==> src/rtl/key_value_command_line_parser_unit_defines.svh <==
// Assertion macros for the command line parser top level.
// Needs a clock named aclk and an active-low reset named aresetn in scope.
`ifndef KEY_VALUE_COMMAND_LINE_PARSER_UNIT_DEFINES_SVH
`define KEY_VALUE_COMMAND_LINE_PARSER_UNIT_DEFINES_SVH

// Same-cycle implication, checked outside reset.
`define KVCLP_ASSERT_NOW(label, ante, cons) \
    label: assert property (@(posedge aclk) disable iff (!aresetn) (ante) |-> (cons)) \
        else $error("kvclp: same-cycle check failed");

// Next-cycle implication, checked outside reset.
`define KVCLP_ASSERT_NEXT(label, ante, cons) \
    label: assert property (@(posedge aclk) disable iff (!aresetn) (ante) |=> (cons)) \
        else $error("kvclp: next-cycle check failed");

`endif

==> src/rtl/kvclp_pkg.sv <==
// Types, constants and token helpers for the command line parser.
// No dependencies; used by kvclp_parse and the top level.
package kvclp_pkg;

    localparam int LINE_BUFFER_BYTES = 128;
    localparam int LEN_W = $clog2(LINE_BUFFER_BYTES);
    localparam logic [LEN_W-1:0] LEN_MAX = LEN_W'(LINE_BUFFER_BYTES - 1);

    localparam logic [7:0] TERM_RESET = 8'd10;
    localparam logic [7:0] CHAR_D     = 8'h44;
    localparam logic [7:0] CHAR_P     = 8'h50;
    localparam logic [7:0] CHAR_B     = 8'h42;
    localparam logic [7:0] CHAR_Z     = 8'h5A;
    localparam logic [7:0] CHAR_L     = 8'h4C;
    localparam logic [7:0] CHAR_T     = 8'h54;
    localparam logic [7:0] CHAR_BAR   = 8'h7C;
    localparam logic [7:0] CHAR_SPACE = 8'h20;
    localparam logic [7:0] CHAR_COLON = 8'h3A;
    localparam logic [7:0] CHAR_PLUS  = 8'h2B;
    localparam logic [7:0] CHAR_MINUS = 8'h2D;
    localparam logic [7:0] CHAR_ZERO  = 8'h30;
    localparam logic [7:0] CHAR_NINE  = 8'h39;
    localparam logic [7:0] CHAR_NUL   = 8'h00;
    localparam logic [7:0] CHAR_TAB   = 8'h09;
    localparam logic [7:0] CHAR_CR    = 8'h0D;

    localparam logic [15:0] MAG_MAX   = 16'hFFFF;
    localparam logic [2:0]  DIR_MAX   = 3'd4;
    localparam logic [7:0]  SPEED_MAX = 8'd255;

    localparam int PADDR_W = 3;
    localparam logic IDX_TERMINATOR = 1'b0;

    typedef enum logic [2:0] {
        PH_SKIP,
        PH_KEY,
        PH_VAL_WS,
        PH_VAL_DIG,
        PH_VAL_DONE
    } phase_t;

    typedef struct packed {
        logic        lights;
        logic        buzzer;
        logic [7:0]  speed;
        logic [2:0]  dir;
    } cmd_t;

    typedef struct packed {
        phase_t      phase;
        logic [7:0]  key1;
        logic [7:0]  key2;
        logic [1:0]  kcount;
        logic        neg;
        logic [15:0] mag;
    } token_t;

    typedef struct packed {
        cmd_t pend;
        logic any;
    } line_t;

    localparam token_t TOKEN_IDLE = '{PH_SKIP, 8'd0, 8'd0, 2'd0, 1'b0, 16'd0};
    localparam line_t  LINE_IDLE  = '{cmd_t'('0), 1'b0};

    // Apply the open token's key and value to the pending command.
    function automatic line_t finish_token(token_t tok, line_t ln);
        line_t r;
        logic  zero;
        r    = ln;
        zero = (tok.mag == 16'd0);
        if (tok.phase == PH_VAL_WS || tok.phase == PH_VAL_DIG || tok.phase == PH_VAL_DONE) begin
            if (tok.kcount == 2'd1 && tok.key1 == CHAR_D) begin
                if (zero || (!tok.neg && tok.mag <= 16'(DIR_MAX)))
                    r.pend.dir = tok.mag[2:0];
                r.any = 1'b1;
            end else if (tok.kcount == 2'd1 && tok.key1 == CHAR_P) begin
                if (tok.neg || zero)
                    r.pend.speed = 8'd0;
                else if (tok.mag > 16'(SPEED_MAX))
                    r.pend.speed = SPEED_MAX;
                else
                    r.pend.speed = tok.mag[7:0];
                r.any = 1'b1;
            end else if (tok.kcount == 2'd2 && tok.key1 == CHAR_B && tok.key2 == CHAR_Z) begin
                r.pend.buzzer = !zero;
                r.any = 1'b1;
            end else if (tok.kcount == 2'd2 && tok.key1 == CHAR_L && tok.key2 == CHAR_T) begin
                r.pend.lights = !zero;
                r.any = 1'b1;
            end
        end
        return r;
    endfunction

    function automatic logic is_white(logic [7:0] c);
        return (c == CHAR_SPACE) || (c >= CHAR_TAB && c <= CHAR_CR);
    endfunction

    function automatic logic is_digit(logic [7:0] c);
        return (c >= CHAR_ZERO) && (c <= CHAR_NINE);
    endfunction

endpackage

==> src/rtl/kvclp_parse.sv <==
// Line and token state of the parser with its one-byte update.
// Depends on kvclp_pkg.
module kvclp_parse (
    input  logic                 aclk,
    input  logic                 aresetn,
    input  logic                 step_en,
    input  logic [7:0]           in_byte,
    input  logic [7:0]           terminator,
    output logic                 res_valid,
    output kvclp_pkg::cmd_t      res_cmd
);

    logic [kvclp_pkg::LEN_W-1:0] len_reg, len_next;
    logic                        ended_reg, ended_next;
    kvclp_pkg::token_t           tok_reg, tok_next;
    kvclp_pkg::line_t            line_reg, line_next;

    always_comb begin
        kvclp_pkg::line_t  fin;
        kvclp_pkg::line_t  at_end;
        logic [19:0]       prod;
        fin       = kvclp_pkg::finish_token(tok_reg, line_reg);
        at_end    = ended_reg ? line_reg : fin;
        prod      = ({4'd0, tok_reg.mag} << 3) + ({4'd0, tok_reg.mag} << 1)
                  + {12'd0, in_byte - kvclp_pkg::CHAR_ZERO};
        len_next  = len_reg;
        ended_next = ended_reg;
        tok_next  = tok_reg;
        line_next = line_reg;
        res_valid = 1'b0;
        res_cmd   = at_end.pend;
        if (in_byte == terminator) begin
            res_valid  = (len_reg != '0) && at_end.any;
            len_next   = '0;
            ended_next = 1'b0;
            tok_next   = kvclp_pkg::TOKEN_IDLE;
            line_next  = kvclp_pkg::LINE_IDLE;
        end else if (len_reg >= kvclp_pkg::LEN_MAX) begin
            // overlong line: drop everything and restart
            len_next   = '0;
            ended_next = 1'b0;
            tok_next   = kvclp_pkg::TOKEN_IDLE;
            line_next  = kvclp_pkg::LINE_IDLE;
        end else begin
            len_next = len_reg + 1'b1;
            if (ended_reg) begin
                // content is over, only count
            end else if (in_byte == kvclp_pkg::CHAR_NUL) begin
                line_next  = fin;
                tok_next   = kvclp_pkg::TOKEN_IDLE;
                ended_next = 1'b1;
            end else if (in_byte == kvclp_pkg::CHAR_BAR) begin
                line_next = fin;
                tok_next  = kvclp_pkg::TOKEN_IDLE;
            end else begin
                case (tok_reg.phase)
                    kvclp_pkg::PH_SKIP: begin
                        if (in_byte == kvclp_pkg::CHAR_COLON) begin
                            tok_next.phase = kvclp_pkg::PH_VAL_WS;
                        end else if (in_byte != kvclp_pkg::CHAR_SPACE) begin
                            tok_next.key1   = in_byte;
                            tok_next.kcount = 2'd1;
                            tok_next.phase  = kvclp_pkg::PH_KEY;
                        end
                    end
                    kvclp_pkg::PH_KEY: begin
                        if (in_byte == kvclp_pkg::CHAR_COLON) begin
                            tok_next.phase = kvclp_pkg::PH_VAL_WS;
                        end else begin
                            if (tok_reg.kcount == 2'd1)
                                tok_next.key2 = in_byte;
                            if (tok_reg.kcount != 2'd3)
                                tok_next.kcount = tok_reg.kcount + 2'd1;
                        end
                    end
                    kvclp_pkg::PH_VAL_WS, kvclp_pkg::PH_VAL_DIG: begin
                        if (tok_reg.phase == kvclp_pkg::PH_VAL_WS && kvclp_pkg::is_white(in_byte)) begin
                            // skip white space before the value
                        end else if (tok_reg.phase == kvclp_pkg::PH_VAL_WS &&
                                     (in_byte == kvclp_pkg::CHAR_PLUS ||
                                      in_byte == kvclp_pkg::CHAR_MINUS)) begin
                            tok_next.neg   = (in_byte == kvclp_pkg::CHAR_MINUS);
                            tok_next.phase = kvclp_pkg::PH_VAL_DIG;
                        end else if (kvclp_pkg::is_digit(in_byte)) begin
                            tok_next.phase = kvclp_pkg::PH_VAL_DIG;
                            tok_next.mag   = (prod > {4'd0, kvclp_pkg::MAG_MAX}) ?
                                             kvclp_pkg::MAG_MAX : prod[15:0];
                        end else begin
                            tok_next.phase = kvclp_pkg::PH_VAL_DONE;
                        end
                    end
                    default: begin
                        // value done: ignore until the token ends
                    end
                endcase
            end
        end
    end

    always_ff @(posedge aclk) begin
        if (!aresetn) begin
            len_reg   <= '0;
            ended_reg <= 1'b0;
            tok_reg   <= kvclp_pkg::TOKEN_IDLE;
            line_reg  <= kvclp_pkg::LINE_IDLE;
        end else if (step_en) begin
            len_reg   <= len_next;
            ended_reg <= ended_next;
            tok_reg   <= tok_next;
            line_reg  <= line_next;
        end
    end

endmodule

==> src/rtl/key_value_command_line_parser_unit.sv <==
// Key/value command line parser, top level.
// Slave stream: one received byte per item in s_tdata. Master stream: one
// command per recognised line. Configuration: APB port holding the line
// terminator byte (register 0, byte address 0, reset 10).
// A command enters the output register (m_tdata) when its terminator byte is
// taken from the input register and the output register is free.
// Throughput: one byte per cycle unless the output stalls; the only per-byte
// loop is the parse state update, combinational between the two registers.
// A line gives a command only if it held at least one byte and a known key
// (D, P, BZ, LT); every line starts from direction 0, speed 0, flags off.
// When m_tready is low the command is held; the input register still takes
// one more byte, then s_tready drops until the command is taken.
// Reset (aresetn low, synchronous) empties both registers, restores the
// terminator to 10 and clears the parse state. No clearing pass is needed.
// Depends on kvclp_pkg, kvclp_parse and the defines header.
`include "key_value_command_line_parser_unit_defines.svh"

module key_value_command_line_parser_unit (
    input  logic                           aclk,
    input  logic                           aresetn,
    input  logic                           s_tvalid,
    output logic                           s_tready,
    input  logic [7:0]                     s_tdata,   // [7:0] in_byte
    output logic                           m_tvalid,
    input  logic                           m_tready,
    // [2:0] command_direction, [10:3] command_speed, [11] command_buzzer,
    // [12] command_lights, [15:13] zero
    output logic [15:0]                    m_tdata,
    input  logic                           psel,
    input  logic                           penable,
    input  logic                           pwrite,
    input  logic [kvclp_pkg::PADDR_W-1:0]  paddr,
    input  logic [31:0]                    pwdata,
    output logic [31:0]                    prdata,
    output logic                           pready
);

    logic             in_valid_reg, in_valid_next;
    logic [7:0]       in_byte_reg;
    logic             m_valid_reg, m_valid_next;
    kvclp_pkg::cmd_t  cmd_reg;
    logic [7:0]       term_reg, term_next;
    logic             consume;
    logic             res_valid;
    kvclp_pkg::cmd_t  res_cmd;
    logic             cfg_write;

    assign consume   = in_valid_reg && (!m_valid_reg || m_tready);
    assign s_tready  = !in_valid_reg || consume;
    assign m_tvalid  = m_valid_reg;
    assign m_tdata   = {3'd0, cmd_reg};
    assign pready    = 1'b1;
    assign cfg_write = psel && penable && pwrite
                       && (paddr[kvclp_pkg::PADDR_W-1] == kvclp_pkg::IDX_TERMINATOR);
    assign prdata    = (paddr[kvclp_pkg::PADDR_W-1] == kvclp_pkg::IDX_TERMINATOR) ?
                       {24'd0, term_reg} : 32'd0;

    kvclp_parse u_parse (
        .aclk       (aclk),
        .aresetn    (aresetn),
        .step_en    (consume),
        .in_byte    (in_byte_reg),
        .terminator (term_reg),
        .res_valid  (res_valid),
        .res_cmd    (res_cmd)
    );

    always_comb begin
        in_valid_next = (s_tvalid && s_tready) || (in_valid_reg && !consume);
        if (consume && res_valid)
            m_valid_next = 1'b1;
        else if (m_tready)
            m_valid_next = 1'b0;
        else
            m_valid_next = m_valid_reg;
        term_next = cfg_write ? pwdata[7:0] : term_reg;
    end

    always_ff @(posedge aclk) begin
        if (!aresetn) begin
            in_valid_reg <= 1'b0;
            m_valid_reg  <= 1'b0;
            term_reg     <= kvclp_pkg::TERM_RESET;
        end else begin
            in_valid_reg <= in_valid_next;
            m_valid_reg  <= m_valid_next;
            term_reg     <= term_next;
        end
    end

    // payload: hold unless a new item or command is loaded
    always_ff @(posedge aclk) begin
        if (s_tvalid && s_tready)
            in_byte_reg <= s_tdata;
        if (consume && res_valid)
            cmd_reg <= res_cmd;
    end

    `KVCLP_ASSERT_NOW(a_ready_only_when_room, !s_tready, in_valid_reg && m_valid_reg && !m_tready)
    `KVCLP_ASSERT_NEXT(a_stalled_byte_kept, in_valid_reg && !consume, in_valid_reg && $stable(in_byte_reg))
    `KVCLP_ASSERT_NOW(a_direction_in_range, m_tvalid, m_tdata[2:0] <= kvclp_pkg::DIR_MAX)
    `KVCLP_ASSERT_NEXT(a_command_from_step, consume && res_valid, m_tvalid)

endmodule

==> config.mk <==
export PLATFORM = sky130hd
export DESIGN_NAME = key_value_command_line_parser_unit
export DESIGN_NICKNAME = d
export VERILOG_FILES = /design/src/rtl/kvclp_pkg.sv /design/src/rtl/kvclp_parse.sv /design/src/rtl/key_value_command_line_parser_unit.sv
export VERILOG_INCLUDE_DIRS = /design/src /design/src/rtl
export SDC_FILE = /design/constraint.sdc
export NUM_CORES = 1
export LEC_CHECK = 0
export ABC_AREA = 1
export BUFFER_PORTS_ARGS = -buffer_cell sky130_fd_sc_hd__clkbuf_2
export CAP_MARGIN = 20
export CORE_MARGIN = 2
export CORE_UTILIZATION = 40
export CTS_BUF_LIST = sky130_fd_sc_hd__clkbuf_4
export DETAILED_ROUTE_END_ITERATION = 10
export MAX_ROUTING_LAYER = met4
export PLACE_DENSITY = 0.67
export SLEW_MARGIN = 40
export SYNTH_ARGS = -nofsm -noshare
export SYNTH_HDL_FRONTEND = slang
export SYNTH_HIERARCHICAL = 1
export SYNTH_SLANG_ARGS = --single-unit
==> constraint.sdc <==
create_clock -name aclk -period 3.41 [get_ports aclk]
set_input_delay 0.682 -clock aclk [delete_from_list [all_inputs] [get_ports aclk]]
set_output_delay 0.682 -clock aclk [all_outputs]
set_load 0.02 [all_outputs]
==> results.toml <==
[critical_path]
worstPathRequired_ns = 3.78
arrival_ns = 3.53
cp-start-kind = "flip-flop"
worstPathMaxFanout = 16
critPathMaxStageDelay_ns = 0.52
cpMostUsedCell = "nand2_1"
slowest_stage = "edfxtp_1"
cp_cell_sequence = "buf_4, inv_2, ha_1, fa_1, ha_1, nand2_1, inv_1, nand2_1, nand2_1, nand2_1, nand3_1, nand3_1, nand2_1, nor2_1, buf_4, nand3_1, nand2_1, a21oi_1"
critPathBufInv = 4
crit_path_end_kind = "flip-flop"
path_class = "reg -> reg"
path_delay_family = "adder cells"

[cells_and_area]
n_fill_cell = 1696
area_growth_pct = 8.87
final-seq-area_mm2 = 0.00203
drive_gt1_frac = 0.115
multi_input_area_mm2 = 0.00375
largest_reg_flops = 38
nets = 1130

[yosys]
ys_ff_latch = 91
yosys_warnings = 6
synthFlopType = "dfxtp_1"
syn_area_mm2 = 0.00652
synthArstFlopShare = 0
synth_edf_count = 21
yosysTopAreaCellShare = 0.215
syn_inst = 990
synth_largest_area_cell = "dfxtp_1"
synth_cell_types = 43
yosys-top-cells-area = "dfxtp_1 22%, nand2_1 17%, edfxtp_1 9.7%"
yosysSeqAreaShare = 0.312
syn_area_per_cell_um2 = 6.58

[global_routing]
grt_start_max_net_pins = 24
grt_pass1_wl_mm = 24.4
grt_pass1_vias = 5319
grt.total_usage = 0.173
grt_overflow = 0
antenna_found_initial = 1

[routing]
num_vias = 5863
drt_iter0_markers = 367
via_per_inst = 4.65
drc = 0
routed_wl_mm = 14.0
ant_nets = 0
wl_per_cell_um = 11.1
first_pass_iters = 5

[power]
power.share.sequential = 0.529
switching_share = 0.270
ir_drop_mv = 0.180
power_density_mw_per_mm2 = 307
p_total_mw = 2.18
internal-power_mw = 1.59
p_leak_nw = 3.47
power_switching_mw = 0.588
pwr-share-comb = 0.121
pwr-share-clk = 0.350

[sta]
setup_tns_ns = 0
hold_viol_final = 0
clock.fmax_ghz = 0.316
fin_skew_ns = 0.0267
period_needed_ns = 3.16
relSlewSlack = 0.609
setup_viol = 0
finalCritPeriodShare = 0.927
slew_violations = 0
tightest_slew_ns = 0.582

[clock_network]
root_buffer = "clkbuf_4"
clkSinkCount = 91
numCtsBuffers = 9
cts.path.max_buffers = 2
ctsHoldBuffers = 0
cts.clk_slew.worst_paths_ns = 0.14
post_cts_resized = 0
clk_latency_ns = 0.48
h-tree-depth = 3
cts_tree = "built"

[status]
status = "complete, no violations"

[placement]
numPortBuffers = 46
place_hpwl_mm = 11.0
gp_congestion = 0.898

[floorplan]
start_util = 0.410
rows = 46
core_mm2 = 0.0159
die_h_um = 132
die_area_mm2 = 0.0173
num_io_pins = 101
die_x_um = 132

[job]
drv_cap = 0

[hold_path]
min-delay-path-class = "in -> reg"
## cell families (layout without fill, tap and decap cells)
family | after synthesis | count (layout) | share of synthesized area
simple gates | 558 | 558 | 0.375
fa+ha+maj | 41 | 41 | 0.0856
other cells | 2 | 29 | 0.00115
flops | 91 | 91 | 0.312
buf+inv | 183 | 211 | 0.128
compound gates | 102 | 102 | 0.0812
xor+xnor | 13 | 13 | 0.0175
## synthesized netlist by cell type, types with 3 or more instances
master / instances
nor2_8: 3
xor2_1: 6
edfxtp_1: 21
nor3_1: 11
nor2_4: 3
a21oi_1: 61
buf_2: 8
o21ai_1: 7
dfxtp_1: 70
fa_1: 6
a31oi_1: 4
clkbuf_1: 7
inv_1: 122
nand4_1: 10
nor2_1: 136
nand3b_1: 4
o21ai_0: 25
nor4_1: 3
buf_6: 3
nand2_1: 291
ha_1: 35
nand3_1: 73
buf_4: 30
inv_2: 10
xnor2_1: 7
nor2_2: 11
## cell type report
class                      count  share of cell area
antenna                        1            0.000353
sequential                    91               0.286
clock buffer                   9             0.00952
inverter                     134              0.0714
timing repair buffer          61              0.0483
tap                          216              0.0381
multi-input combinational    742               0.529
clock inverter                 7              0.0171
## cells in the final DEF, fill, tap and decap left out, drive strengths merged, types with 13 or more instances in the layout
cell / n
conb: 28
nand3: 76
clkbuf: 55
nand2: 296
nor2: 153
inv: 136
ha: 35
dfxtp: 70
o21ai: 32
edfxtp: 21
nor3: 13
buf: 15
a21oi: 63
## final timing paths
kind	startpoint	endpoint	slack [ns]	cells after the start
hold / removal	s_tdata[1]	in_byte_reg[1]	0.37	1
setup reg to reg	in_byte_reg[4]	u_parse/tok_reg[14]	0.25	18
hold reg to reg	u_parse/line_reg[12]	u_parse/line_reg[12]	0.49	2
setup / recovery	in_byte_reg[4]	u_parse/tok_reg[14]	0.25	18
## through the flow
stage	instances	area (um^2)	setup slack [ns]	hold WS, ns	util
after detailed placement	1240	6870	0.241	0.465	0.433
after CTS	1256	7060	0.237	0.338	0.445
final	1261	7100	0.248	0.374	0.447
after global placement	1240	6870	0.233	0.450	0.433
after floorplan	1016	6620	0.379	0.440	-
after global routing	1261	7100	-0.00815	0.328	0.447
## routing by layer
layer	part of all wire	track usage	up-vias
met5	0	-	-
met4	0.010	0.0459	0
met3	0.048	0.0378	11
met2	0.42	0.253	145
met1	0.53	0.243	2545
li1	-	-	3162
## worst reg2reg max path: cells and delay by family, from the launching register on
| family | cells | cell delay (ns) |
|---|---|---|
| AO/OA/AOI/OAI | 1 | 0.05 |
| adder cells (fa/ha/maj) | 3 | 1.07 |
| buffers and inverters | 4 | 0.52 |
| flip-flops | 1 | 0.52 |
| AND/OR/NAND/NOR | 10 | 0.91 |
## power groups by stage
stage	Sequential (mW)	Clock (mW)	Combinational [mW]
3_5_place_dp	1.17	0	0.259
6_report	1.15	0.762	0.263
2_1_floorplan	1.17	0	0.230
3_3_place_gp	1.17	0	0.257
5_1_grt	1.15	0.835	0.300
4_1_cts	1.15	0.786	0.259
## timing repair
| action | in CTS | in global routing |
|---|---|---|
| setup endpoints to repair | 0 | 2 |
| endpoints found under the hold margin | 0 | 0 |
| setup buffers | 0 | 4 |
No activity file was read; power rests on OpenSTA's default activity.
